File: src/design/elgamal_encrypt_decrypt_macros.svh
// assertion shorthands, clocked on aclk and held off while aresetn is low
`ifndef ELGAMAL_ENCRYPT_DECRYPT_MACROS_SVH
`define ELGAMAL_ENCRYPT_DECRYPT_MACROS_SVH

// same-cycle implication
`define ELG_ASSERT_IMP(lbl, ante, cons, msg) \
    lbl: assert property (@(posedge aclk) disable iff (!aresetn) (ante) |-> (cons)) \
        else $error(msg);

// next-cycle implication
`define ELG_ASSERT_NXT(lbl, ante, cons, msg) \
    lbl: assert property (@(posedge aclk) disable iff (!aresetn) (ante) |=> (cons)) \
        else $error(msg);

`endif

File: src/design/elg_pkg.sv
package elg_pkg;

    localparam int WORD_BITS = 32;
    localparam int TOP_BIT   = WORD_BITS - 1;
    localparam int CNT_W     = $clog2(WORD_BITS);

    typedef logic [WORD_BITS-1:0] word_t;

    typedef enum logic {
        MODE_ENCRYPT = 1'b0,
        MODE_DECRYPT = 1'b1
    } mode_t;

    typedef enum logic [1:0] {
        REG_MODULUS   = 2'd0,
        REG_GENERATOR = 2'd1,
        REG_PUBLIC    = 2'd2,
        REG_PRIVATE   = 2'd3
    } reg_idx_t;

    typedef struct packed {
        word_t modulus;
        word_t generator;
        word_t public_value;
        word_t private_exponent;
    } cfg_t;

    typedef struct packed {
        mode_t mode;
        word_t ephemeral_exponent;
        word_t first_word;
        word_t second_word;
    } item_t;

    // request to the modular multiplier
    typedef struct packed {
        logic  start;
        word_t mul_bits;
        word_t addend;
        word_t modulus;
    } mm_req_t;

    typedef struct packed {
        logic  done;
        word_t result;
    } mm_rsp_t;

    typedef struct packed {
        logic idle;
        logic done;
    } core_sts_t;

endpackage

File: src/design/elg_mulmod.sv
`include "elgamal_encrypt_decrypt_macros.svh"

// bit-serial interleaved modular multiply, msb of mul_bits first
module elg_mulmod import elg_pkg::*; (
    input  logic    aclk,
    input  logic    aresetn,
    input  mm_req_t req,
    output mm_rsp_t rsp
);

    logic             busy_reg;
    logic             done_reg;
    logic [CNT_W-1:0] cnt_reg;
    word_t            bits_reg;
    word_t            y_reg;
    word_t            p_reg;
    word_t            r_reg;
    word_t            r_next;

    logic [WORD_BITS:0] dbl;
    logic [WORD_BITS:0] dbl_red;
    logic [WORD_BITS:0] sum;
    logic [WORD_BITS:0] sum_red;
    logic [WORD_BITS:0] p_ext;

    always_comb begin
        p_ext   = {1'b0, p_reg};
        dbl     = {r_reg, 1'b0};
        dbl_red = (dbl >= p_ext) ? dbl - p_ext : dbl;
        sum     = bits_reg[TOP_BIT] ? dbl_red + {1'b0, y_reg} : dbl_red;
        sum_red = (sum >= p_ext) ? sum - p_ext : sum;
        r_next  = sum_red[WORD_BITS-1:0];
    end

    always_ff @(posedge aclk) begin
        if (!aresetn) begin
            busy_reg <= 1'b0;
            done_reg <= 1'b0;
        end else begin
            if (req.start) begin
                busy_reg <= 1'b1;
                done_reg <= 1'b0;
                bits_reg <= req.mul_bits;
                y_reg    <= req.addend;
                p_reg    <= req.modulus;
                r_reg    <= '0;
                cnt_reg  <= CNT_W'(WORD_BITS - 1);
            end else if (busy_reg) begin
                r_reg    <= r_next;
                bits_reg <= bits_reg << 1;
                cnt_reg  <= cnt_reg - 1'b1;
                if (cnt_reg == '0) begin
                    busy_reg <= 1'b0;
                    done_reg <= 1'b1;
                end else begin
                    done_reg <= 1'b0;
                end
            end else begin
                done_reg <= 1'b0;
            end
        end
    end

    assign rsp.done   = done_reg;
    assign rsp.result = r_reg;

    `ELG_ASSERT_IMP(a_start_when_free, req.start, !busy_reg, "multiply started while busy")
    `ELG_ASSERT_IMP(a_result_reduced, done_reg, r_reg < p_reg, "product not below modulus")
    `ELG_ASSERT_NXT(a_done_pulse, done_reg, !done_reg, "multiplier done held")

endmodule

File: src/design/elg_core.sv
`include "elgamal_encrypt_decrypt_macros.svh"

// square-and-multiply sequencer driving the shared modular multiplier
module elg_core import elg_pkg::*; (
    input  logic      aclk,
    input  logic      aresetn,
    input  logic      start,
    input  item_t     item,
    input  cfg_t      cfg,
    input  logic      take,
    output core_sts_t sts,
    output word_t     result_a,
    output word_t     result_b
);

    typedef enum logic [2:0] {
        ST_IDLE,
        ST_SQ_GO,
        ST_SQ_WAIT,
        ST_MUL_GO,
        ST_MUL_WAIT,
        ST_FIN_GO,
        ST_FIN_WAIT,
        ST_DONE
    } state_t;

    state_t           state_reg;
    mode_t            mode_reg;
    logic             phase_reg;
    logic [CNT_W-1:0] cnt_reg;
    word_t            exp_reg;
    word_t            k_reg;
    word_t            base_reg;
    word_t            acc_reg;
    word_t            w1_reg;
    word_t            w2_reg;
    word_t            e_reg;
    word_t            p_reg;
    word_t            ra_reg;
    word_t            rb_reg;

    mm_req_t mm_req;
    mm_rsp_t mm_rsp;

    elg_mulmod u_mulmod (
        .aclk    (aclk),
        .aresetn (aresetn),
        .req     (mm_req),
        .rsp     (mm_rsp)
    );

    always_comb begin
        mm_req.start   = 1'b0;
        mm_req.mul_bits = acc_reg;
        mm_req.addend  = acc_reg;
        mm_req.modulus = p_reg;
        unique case (state_reg)
            ST_SQ_GO: begin
                mm_req.start = 1'b1;
            end
            ST_MUL_GO: begin
                mm_req.start    = 1'b1;
                mm_req.mul_bits = base_reg;
            end
            ST_FIN_GO: begin
                mm_req.start    = 1'b1;
                mm_req.mul_bits = (mode_reg == MODE_ENCRYPT) ? w1_reg : w2_reg;
            end
            default: begin
                mm_req.start = 1'b0;
            end
        endcase
    end

    always_ff @(posedge aclk) begin
        if (!aresetn) begin
            state_reg <= ST_IDLE;
        end else begin
            unique case (state_reg)
                ST_IDLE: begin
                    if (start) begin
                        mode_reg  <= item.mode;
                        k_reg     <= item.ephemeral_exponent;
                        w1_reg    <= item.first_word;
                        w2_reg    <= item.second_word;
                        e_reg     <= cfg.public_value;
                        p_reg     <= cfg.modulus;
                        phase_reg <= 1'b0;
                        acc_reg   <= word_t'(1);
                        cnt_reg   <= CNT_W'(WORD_BITS - 1);
                        if (item.mode == MODE_ENCRYPT) begin
                            base_reg <= cfg.generator;
                            exp_reg  <= item.ephemeral_exponent;
                        end else begin
                            base_reg <= item.first_word;
                            exp_reg  <= cfg.modulus - word_t'(1) - cfg.private_exponent;
                        end
                        // modulus zero or one: everything reduces to zero
                        if (cfg.modulus[WORD_BITS-1:1] == '0) begin
                            ra_reg    <= '0;
                            rb_reg    <= '0;
                            state_reg <= ST_DONE;
                        end else begin
                            state_reg <= ST_SQ_GO;
                        end
                    end
                end
                ST_SQ_GO: begin
                    state_reg <= ST_SQ_WAIT;
                end
                ST_MUL_GO: begin
                    state_reg <= ST_MUL_WAIT;
                end
                ST_SQ_WAIT, ST_MUL_WAIT: begin
                    if (mm_rsp.done) begin
                        if (state_reg == ST_SQ_WAIT && exp_reg[TOP_BIT]) begin
                            acc_reg   <= mm_rsp.result;
                            state_reg <= ST_MUL_GO;
                        end else if (cnt_reg != '0) begin
                            acc_reg   <= mm_rsp.result;
                            exp_reg   <= exp_reg << 1;
                            cnt_reg   <= cnt_reg - 1'b1;
                            state_reg <= ST_SQ_GO;
                        end else if (mode_reg == MODE_ENCRYPT && !phase_reg) begin
                            // g^k done, start e^k
                            ra_reg    <= mm_rsp.result;
                            phase_reg <= 1'b1;
                            base_reg  <= e_reg;
                            exp_reg   <= k_reg;
                            acc_reg   <= word_t'(1);
                            cnt_reg   <= CNT_W'(WORD_BITS - 1);
                            state_reg <= ST_SQ_GO;
                        end else begin
                            acc_reg   <= mm_rsp.result;
                            exp_reg   <= exp_reg << 1;
                            state_reg <= ST_FIN_GO;
                        end
                    end
                end
                ST_FIN_GO: begin
                    state_reg <= ST_FIN_WAIT;
                end
                ST_FIN_WAIT: begin
                    if (mm_rsp.done) begin
                        if (mode_reg == MODE_ENCRYPT) begin
                            rb_reg <= mm_rsp.result;
                        end else begin
                            ra_reg <= mm_rsp.result;
                            rb_reg <= '0;
                        end
                        state_reg <= ST_DONE;
                    end
                end
                ST_DONE: begin
                    if (take) begin
                        state_reg <= ST_IDLE;
                    end
                end
                default: begin
                    state_reg <= ST_IDLE;
                end
            endcase
        end
    end

    assign sts.idle = (state_reg == ST_IDLE);
    assign sts.done = (state_reg == ST_DONE);
    assign result_a = ra_reg;
    assign result_b = rb_reg;

    `ELG_ASSERT_IMP(a_decrypt_b_zero, state_reg == ST_DONE && mode_reg == MODE_DECRYPT,
        rb_reg == '0, "decrypt result_b not zero")
    `ELG_ASSERT_IMP(a_acc_reduced,
        state_reg == ST_SQ_GO || state_reg == ST_MUL_GO || state_reg == ST_FIN_GO,
        acc_reg < p_reg, "accumulator not below modulus")
    `ELG_ASSERT_NXT(a_take_frees, state_reg == ST_DONE && take, state_reg == ST_IDLE,
        "core did not release after result taken")

endmodule

File: src/design/elgamal_encrypt_decrypt.sv
// ElGamal encrypt/decrypt over a 32-bit prime modulus p held in configuration registers.
// Encrypt (tuser 0): result_a = g^k mod p, result_b = (e^k mod p) * m mod p, with m the
// plaintext in first_word. Decrypt (tuser 1): result_a = c1^(p-1-d) * c2 mod p, with c1 in
// first_word and c2 in second_word, and result_b = 0. A modulus of 0 or 1 gives two zeros.
// Every exponentiation is left-to-right square-and-multiply over all 32 exponent bits, and
// every modular product runs on one bit-serial multiplier that takes one multiplier bit per
// cycle. An item takes 33 + popcount(exponent) products to decrypt and 65 + 2 * popcount(k)
// products to encrypt. One request is in work at a time; a finished result sits in an output
// register, so the next request is taken while the previous result waits. The registers must
// be written only while the block is idle; the block itself does not enforce it.
module elgamal_encrypt_decrypt import elg_pkg::*; (
    input  logic                 aclk,
    input  logic                 aresetn,
    // configuration write port: 0 modulus, 1 generator, 2 public value, 3 private exponent
    input  logic                 cfg_wen,
    input  logic [1:0]           cfg_index,
    input  logic [WORD_BITS-1:0] cfg_wdata,
    // request channel
    input  logic                 s_tvalid,
    output logic                 s_tready,
    input  logic [3*WORD_BITS-1:0] s_tdata,  // ephemeral_exponent, first_word, second_word
    input  logic                 s_tuser,    // mode
    // result channel
    output logic                 m_tvalid,
    input  logic                 m_tready,
    output logic [2*WORD_BITS-1:0] m_tdata   // result_a, result_b
);

    cfg_t      cfg_reg;
    item_t     item;
    core_sts_t core_sts;
    word_t     core_ra;
    word_t     core_rb;
    logic      start;
    logic      take;
    logic      m_tvalid_reg;
    logic [2*WORD_BITS-1:0] m_data_reg;

    // configuration registers
    always_ff @(posedge aclk) begin
        if (!aresetn) begin
            cfg_reg.modulus          <= word_t'(3);
            cfg_reg.generator        <= word_t'(2);
            cfg_reg.public_value     <= '0;
            cfg_reg.private_exponent <= '0;
        end else if (cfg_wen) begin
            unique case (reg_idx_t'(cfg_index))
                REG_MODULUS:   cfg_reg.modulus          <= cfg_wdata;
                REG_GENERATOR: cfg_reg.generator        <= cfg_wdata;
                REG_PUBLIC:    cfg_reg.public_value     <= cfg_wdata;
                REG_PRIVATE:   cfg_reg.private_exponent <= cfg_wdata;
                default:       cfg_reg.modulus          <= cfg_reg.modulus;
            endcase
        end
    end

    // unpack request
    assign item.mode               = mode_t'(s_tuser);
    assign item.ephemeral_exponent = s_tdata[WORD_BITS-1:0];
    assign item.first_word         = s_tdata[2*WORD_BITS-1:WORD_BITS];
    assign item.second_word        = s_tdata[3*WORD_BITS-1:2*WORD_BITS];

    assign s_tready = core_sts.idle;
    assign start    = s_tvalid && s_tready;

    // result leaves the core once the output register is free or being drained
    assign take = core_sts.done && (!m_tvalid_reg || m_tready);

    elg_core u_core (
        .aclk     (aclk),
        .aresetn  (aresetn),
        .start    (start),
        .item     (item),
        .cfg      (cfg_reg),
        .take     (take),
        .sts      (core_sts),
        .result_a (core_ra),
        .result_b (core_rb)
    );

    // output register
    always_ff @(posedge aclk) begin
        if (!aresetn) begin
            m_tvalid_reg <= 1'b0;
        end else begin
            if (take) begin
                m_tvalid_reg <= 1'b1;
                m_data_reg   <= {core_rb, core_ra};
            end else if (m_tready) begin
                m_tvalid_reg <= 1'b0;
            end
        end
    end

    assign m_tvalid = m_tvalid_reg;
    assign m_tdata  = m_data_reg;

endmodule
File: config.mk
export PLATFORM = sky130hd
export DESIGN_NAME = elgamal_encrypt_decrypt
export DESIGN_NICKNAME = d
export VERILOG_FILES = /design/src/design/elg_pkg.sv /design/src/design/elg_mulmod.sv /design/src/design/elg_core.sv /design/src/design/elgamal_encrypt_decrypt.sv
export VERILOG_INCLUDE_DIRS = /design/src /design/src/design
export SDC_FILE = /design/constraint.sdc
export NUM_CORES = 1
export LEC_CHECK = 0
export ABC_AREA = 1
export BUFFER_PORTS_ARGS = -buffer_cell sky130_fd_sc_hd__buf_2
export CAP_MARGIN = 40
export CELL_PAD_IN_SITES_DETAIL_PLACEMENT = 1
export CELL_PAD_IN_SITES_GLOBAL_PLACEMENT = 1
export CORE_MARGIN = 3
export CORE_UTILIZATION = 47
export DETAILED_ROUTE_END_ITERATION = 10
export HOLD_SLACK_MARGIN = 0.15
export PLACE_DENSITY = 0.85
export SLEW_MARGIN = 5
export SYNTH_ARGS = -nofsm -noshare
export SYNTH_HDL_FRONTEND = slang
export SYNTH_SLANG_ARGS = --single-unit
File: constraint.sdc
create_clock -name aclk -period 10.1 [get_ports aclk]
set_clock_uncertainty 0.15 [all_clocks]
set_input_delay 0.505 -clock aclk [delete_from_list [all_inputs] [get_ports aclk]]
set_output_delay 0.505 -clock aclk [all_outputs]
set_load 0.005 [all_outputs]
# Word level (Yosys, flattened, before mapping)
# Cells that the tools add are included.
[totals]
reg_bits = 658
inputBits = 136
out_inout_bits = 66
wordCells = 163
[op_classes]
n_addsub = 7
magnitude_cmp = 2
eq_ne = 20
n_mux = 69
n_bitwise = 3
n_reduce_logical = 35
[op_table]
columns = ["cell", "n"]
rows = [
  ["32-bit two-way mux", 32],
  ["32-bit one-hot mux with 2 select lines", 5],
  ["32-bit one-hot mux with 3 select lines", 1],
  ["33-bit by 32-bit greater-or-equal comparator with 1-bit output", 2],
  ["33-bit two-way mux", 2],
  ["32-bit subtractor", 2],
  ["33-bit by 32-bit adder with 33-bit output", 1],
  ["33-bit by 32-bit subtractor with 33-bit output", 1],
  ["32-bit by 1-bit subtractor with 32-bit output, second input constant", 1],
  ["31-bit logical NOT", 1],
  ["5-bit two-way mux", 6],
  ["3-bit two-way mux", 8],
  ["3-bit one-hot mux with 7 select lines", 1],
  ["2-bit AND reduction", 7],
  ["3-bit equality test, second input constant", 4],
  ["1-bit two-way mux", 12],
  ["2-bit by 1-bit != test with 1-bit output, second input constant", 5],
  ["5-bit one-hot mux with 2 select lines", 1],
  ["10-bit AND reduction", 1],
  ["5-bit AND reduction", 2],
  ["5-bit by 1-bit subtractor with 5-bit output, second input constant", 2],
  ["2-bit != test, second input constant", 4],
  ["4-bit AND reduction", 2],
  ["2-bit nonzero test", 4],
  ["other kinds (20)", 29],
]

# Depth between registers and ports, before layout
[logic_depth]
ltp_word = 7
depth_mapped = 45
mapped_depth_nobuf = 44

# By module
# A second synthesis with hierarchy kept.
[hier_totals]
hier_cells = 4434
hier_area_um2 = 35881.9
[modules_own_cells]
columns = ["module", "instances", "cells_per_inst", "area_each_um2", "seq_area_each_um2"]
rows = [
  ["elg_core", 1, 1643, 15914.0, 9879.5],
  ["elg_mulmod", 1, 1902, 12698.4, 4033.9],
  ["elgamal_encrypt_decrypt", 1, 889, 7269.5, 4504.3],
]

# Worst setup path before layout
# OpenSTA, ideal clock, no wires.
[synth_path]
path_kind = "input port to flip-flop"
startpoint = "in aresetn"
endpoint = "reg u_core.e_reg[0] (enable)"
setup_ns = 0.684
arrival_time_ns = 8.002
required_time_ns = 9.266
slack_ns = 1.263
stages = 5
n_path_buf = 3
cell_sequence = "clkbuf_1 -> clkbuf_1 -> clkbuf_1 -> nand2_1 -> nor2_1"
[synth_via]
elab_chain_cells = 1
[synth_lines]
columns = ["item", "line_no", "source"]
rows = [
  ["start, declared", "elgamal_encrypt_decrypt.sv:13", "input logic aresetn,"],
  ["3-bit AND reduction (no source line)", "n/a", ""],
  ["end signal, assigned", "elg_core.sv:86", "e_reg <= cfg.public_value;"],
  ["end, declared", "elg_core.sv:37", "word_t e_reg;"],
]
# No other way between the ends.
# A chain may end at the register's enable or synchronous reset.

# Worst setup path in the final report
[layout_path]
startpoint = "reg u_core.u_mulmod.r_reg[19]"
endpoint = "reg u_core.u_mulmod.r_reg[3], data pin"
[layout_via]
elab_chain_cells = 7
word_cells_on_any_way = 9
classes_between = "add/sub (3); order compare (2); mux (4)"
[layout_lines]
columns = ["item", "line_no", "source"]
rows = [
  ["start, declared", "elg_mulmod.sv:17", "word_t r_reg;"],
  ["start signal, assigned", "elg_mulmod.sv:49", "r_reg <= r_next;"],
  ["33-bit by 32-bit subtractor with 33-bit output / 33-bit by 32-bit greater-or-equal comparator with 1-bit output (equally long branches)", "elg_mulmod.sv:29", "dbl_red = (dbl >= p_ext) ? dbl - p_ext : dbl;"],
  ["33-bit two-way mux *", "elg_mulmod.sv:29", ""],
  ["33-bit by 32-bit adder with 33-bit output", "elg_mulmod.sv:30", "sum = bits_reg[TOP_BIT] ? dbl_red + {1'b0, y_reg} : dbl_red;"],
  ["33-bit two-way mux *", "elg_mulmod.sv:30", ""],
  ["33-bit by 32-bit greater-or-equal comparator with 1-bit output / 32-bit subtractor (equally long branches)", "elg_mulmod.sv:31", "sum_red = (sum >= p_ext) ? sum - p_ext : sum;"],
  ["32-bit two-way mux *", "elg_mulmod.sv:31", ""],
  ["32-bit two-way mux *", "elg_mulmod.sv:48", "end else if (busy_reg) begin"],
]
# Every way passes the cells marked *; elsewhere a longest branch is shown, timed or not. The select of a mux whose other input is x is not followed.

==> results.md <==
- Yosys warns: 0
- Top-Level Pins: 202
- Die height: 274 um
- Post-synth EDFFs: 524
- RSZ-0062 raised after global routing: false
- Worst slack, placed: 2070 ps
- Post-route setup slack: 1810 ps
- Initial Utilization: 47.9%
- Worst Path Required: 10330 ps
- CTS Sinks: 658
- Post-layout util: 56.2%
- First-pass DRT Iterations: 6
- CTS root buf: clkbuf_16
- Vias in the first global route: 32610
- Min-delay src: cfg_wdata[3]
- Maximum vdd drop: 0.282 mV
- Met3 WL: 11.3 mm
- Via/cell ratio: 6.03
- Hold Crit Class: in2reg
- Hold buffers post-CTS: 129
- Hold Path Depth: 3
- CTS tree: done
- Row cnt: 97
- CTS H-tree lvls: 3
- First-pass GRT wire length: 203 mm
- Max stage delay on crit path: 740 ps
- Setup-failing EPs final: 0
- Largest net degree at the start of global routing: 97
- Core area: 0.0708 mm^2
- Post-CTS setup buffers: 0
- CP most frequent cell: nand2_1
- Routability cong.: 0.975
- Least-Margin Pin Slew: 929 ps
- Max-slew headroom: 38.1%
- Slowest cell on the critical path: nand4_1
- CP arrival: 8520 ps
- Most frequent cell after synthesis: nand2_1
- DR iter-0 viols: 3458
- Critical path class: reg2reg
- Fraction of layout cells with a size suffix above 1: 9.90%
- Startpoint type of the worst setup path: flop
- Unique masters post-synth: 52
- Cell family with most CP delay: simple AND/OR/NAND/NOR gates
- Post-DP HPWL: 90.4 mm
- GRT Total Usage: 36.1%
- Overflow left after global routing: 0
- Cell count along the critical path: 39
- Final period util: 82.1%
- Met2 wire len: 65.7 mm
- Max-cap viol count: 0
- Fmax: 121 MHz
- Post-synth top area share: 46.5%
- Largest register FFs: 128
- R2R setup slack: 1810 ps
- DRT Wirelength: 137 mm
- PortBufs: 201
- Die width: 274 um
- Crit end category: flop
- Final hold vios: 0
- Clock Latency Late Sink: 660 ps
- Post-CTS Resized: 0
- Antenna violations before repair: 12
- Post-synthesis sequential area ratio: 54.4%
- Clock slew at reported path FFs: 70 ps
- Hold_ws: 183 ps
- Cell Area, Synth: 0.0339 mm^2
- Die Footprint: 0.0753 mm^2
- Main synth FF type: edfxtp_1
- Vias: 31090
- Hold Path Sink: cfg_reg[35]$_SDFFE_PN0P_
- CTS Buf Count: 72
- Synth Area per Inst: 8.81 um^2
- Top post-synthesis cells by area: edfxtp_1 (46%), nand2_1 (9.6%), dfxtp_1 (7.9%)
- Filler cells: 8184
- Minimum clock period: 8290 ps
- Antenna-violating nets left: 0
- FF+latch count, synth: 658
- Reg2Reg Depth: 39
- CTS max path bufs: 3
- Async SR Flop Fraction: 0%
- R2R Path End: u_core.u_mulmod.r_reg[3]$_SDFFCE_PN0P_
- Setup TNS: 0 ps
- Area leader, netlist: edfxtp_1
- M1 WL: 49.5 mm
- Status: completed
- Static Leak: 0.0167 uW
- DR top layer: met5
- Fin. max-slew vios: 0
- Most frequent cells after synthesis: nand2_1 (864), edfxtp_1 (524), nor2_1 (519)
- Cell Pwr Density: 416 mW/mm^2
- # DRC: 0
- Synth Net Count: 4113
- Nets: 4427
- Max FO, Critical Path: 43
- Mapped Cells: 3844
- Area growth syn-to-layout: 17.4%
- Wire length per cell: 26.6 um
- WP buf/inv: 5
- Reg2Reg Launch Point: u_core.u_mulmod.r_reg[19]$_SDFFCE_PN0P_
## worst min-delay path: stages
cell	delay, ps
buf_2	190
o21ai_0	190
a21oi_1	50
## routing by layer
layer / global-route usage [%] / vias up
li1: - / 13577
met1: 41.9 / 15165
met2: 60.9 / 1766
met3: 7.40 / 578
met4: 23.4 / 4
met5: 0 / -
## logic make-up (layout without fill, tap and decap cells)
| logic type | count (synthesis) | count (layout) | synth area share [%] |
|---|---|---|---|
| fa+ha+maj | 133 | 133 | 5.00 |
| other cells | 0 | 4 | 0 |
| buf+inv | 577 | 947 | 6.47 |
| simple gates | 1714 | 1714 | 20.9 |
| compound gates | 690 | 690 | 11.4 |
| xor+xnor | 72 | 72 | 1.86 |
| flops | 658 | 658 | 54.4 |
## worst max-delay path by stage
stage                                                  from                                       to
finish              u_core.u_mulmod.r_reg[19]$_SDFFCE_PN0P_   u_core.u_mulmod.r_reg[3]$_SDFFCE_PN0P_
floorplan                                           aresetn                u_core.e_reg[0]$_DFFE_PP_
CTS                 u_core.u_mulmod.r_reg[19]$_SDFFCE_PN0P_   u_core.u_mulmod.r_reg[3]$_SDFFCE_PN0P_
global placement    u_core.u_mulmod.r_reg[22]$_SDFFCE_PN0P_  u_core.u_mulmod.r_reg[11]$_SDFFCE_PN0P_
detailed placement  u_core.u_mulmod.r_reg[19]$_SDFFCE_PN0P_   u_core.u_mulmod.r_reg[3]$_SDFFCE_PN0P_
global route        u_core.u_mulmod.r_reg[19]$_SDFFCE_PN0P_  u_core.u_mulmod.r_reg[26]$_SDFFCE_PN0P_
## cell usage in the layout, fill, tap and decap left out, drive strengths merged, types with 5 or more instances in the layout
cell type and count:
a31oi 40, or2 6, o211ai 16, nor4 16
inv 447, dlygate4sd3 129, nand3 170, xor2 47
dfxtp 134, clkinvlp 5, nor3 58, a221oi 31
a21oi 238, xnor2 25, nand2 878, o21bai 20
buf 242, o21ai 290, nand3b 14, nor2 529
edfxtp 524, nand4 37, a21boi 12, ha 129
o21a 12, clkbuf 97, a21o 10, clkinv 25
o22ai 8
## where the power goes
| part | internal [uW] | switching (uW) | total (uW) |
|---|---|---|---|
| sequential | 3830 | 417 | 4250 |
| clock | 1510 | 1230 | 2750 |
| combinational | 2840 | 6700 | 9540 |
| total | 8180 | 8350 | 16500 |
## stage by stage
| step | total power (uW) | cells | cell area [um^2] |
|---|---|---|---|
| finish | 16500 | 5158 | 39800 |
| global route | 17500 | 5156 | 39800 |
| CTS | 16100 | 5154 | 39800 |
| detailed placement | 13300 | 4895 | 36100 |
| global placement | 12800 | 4886 | 35900 |
| floorplan | 10300 | 3844 | 33900 |
## cell type report
cell class / count / area [um^2] / area share [%]
clock buffers: 97 / 2070 / 5.21
diodes: 4 / 10.0 / 0.0252
multi-input cells: 2609 / 13300 / 33.6
flip-flops and latches: 658 / 18400 / 46.3
clock inverters: 33 / 315 / 0.793
repair buffers: 371 / 2750 / 6.90
well taps: 940 / 1180 / 2.96
inverters: 446 / 1680 / 4.22
Note: power is estimated with default switching activity, not from simulation.
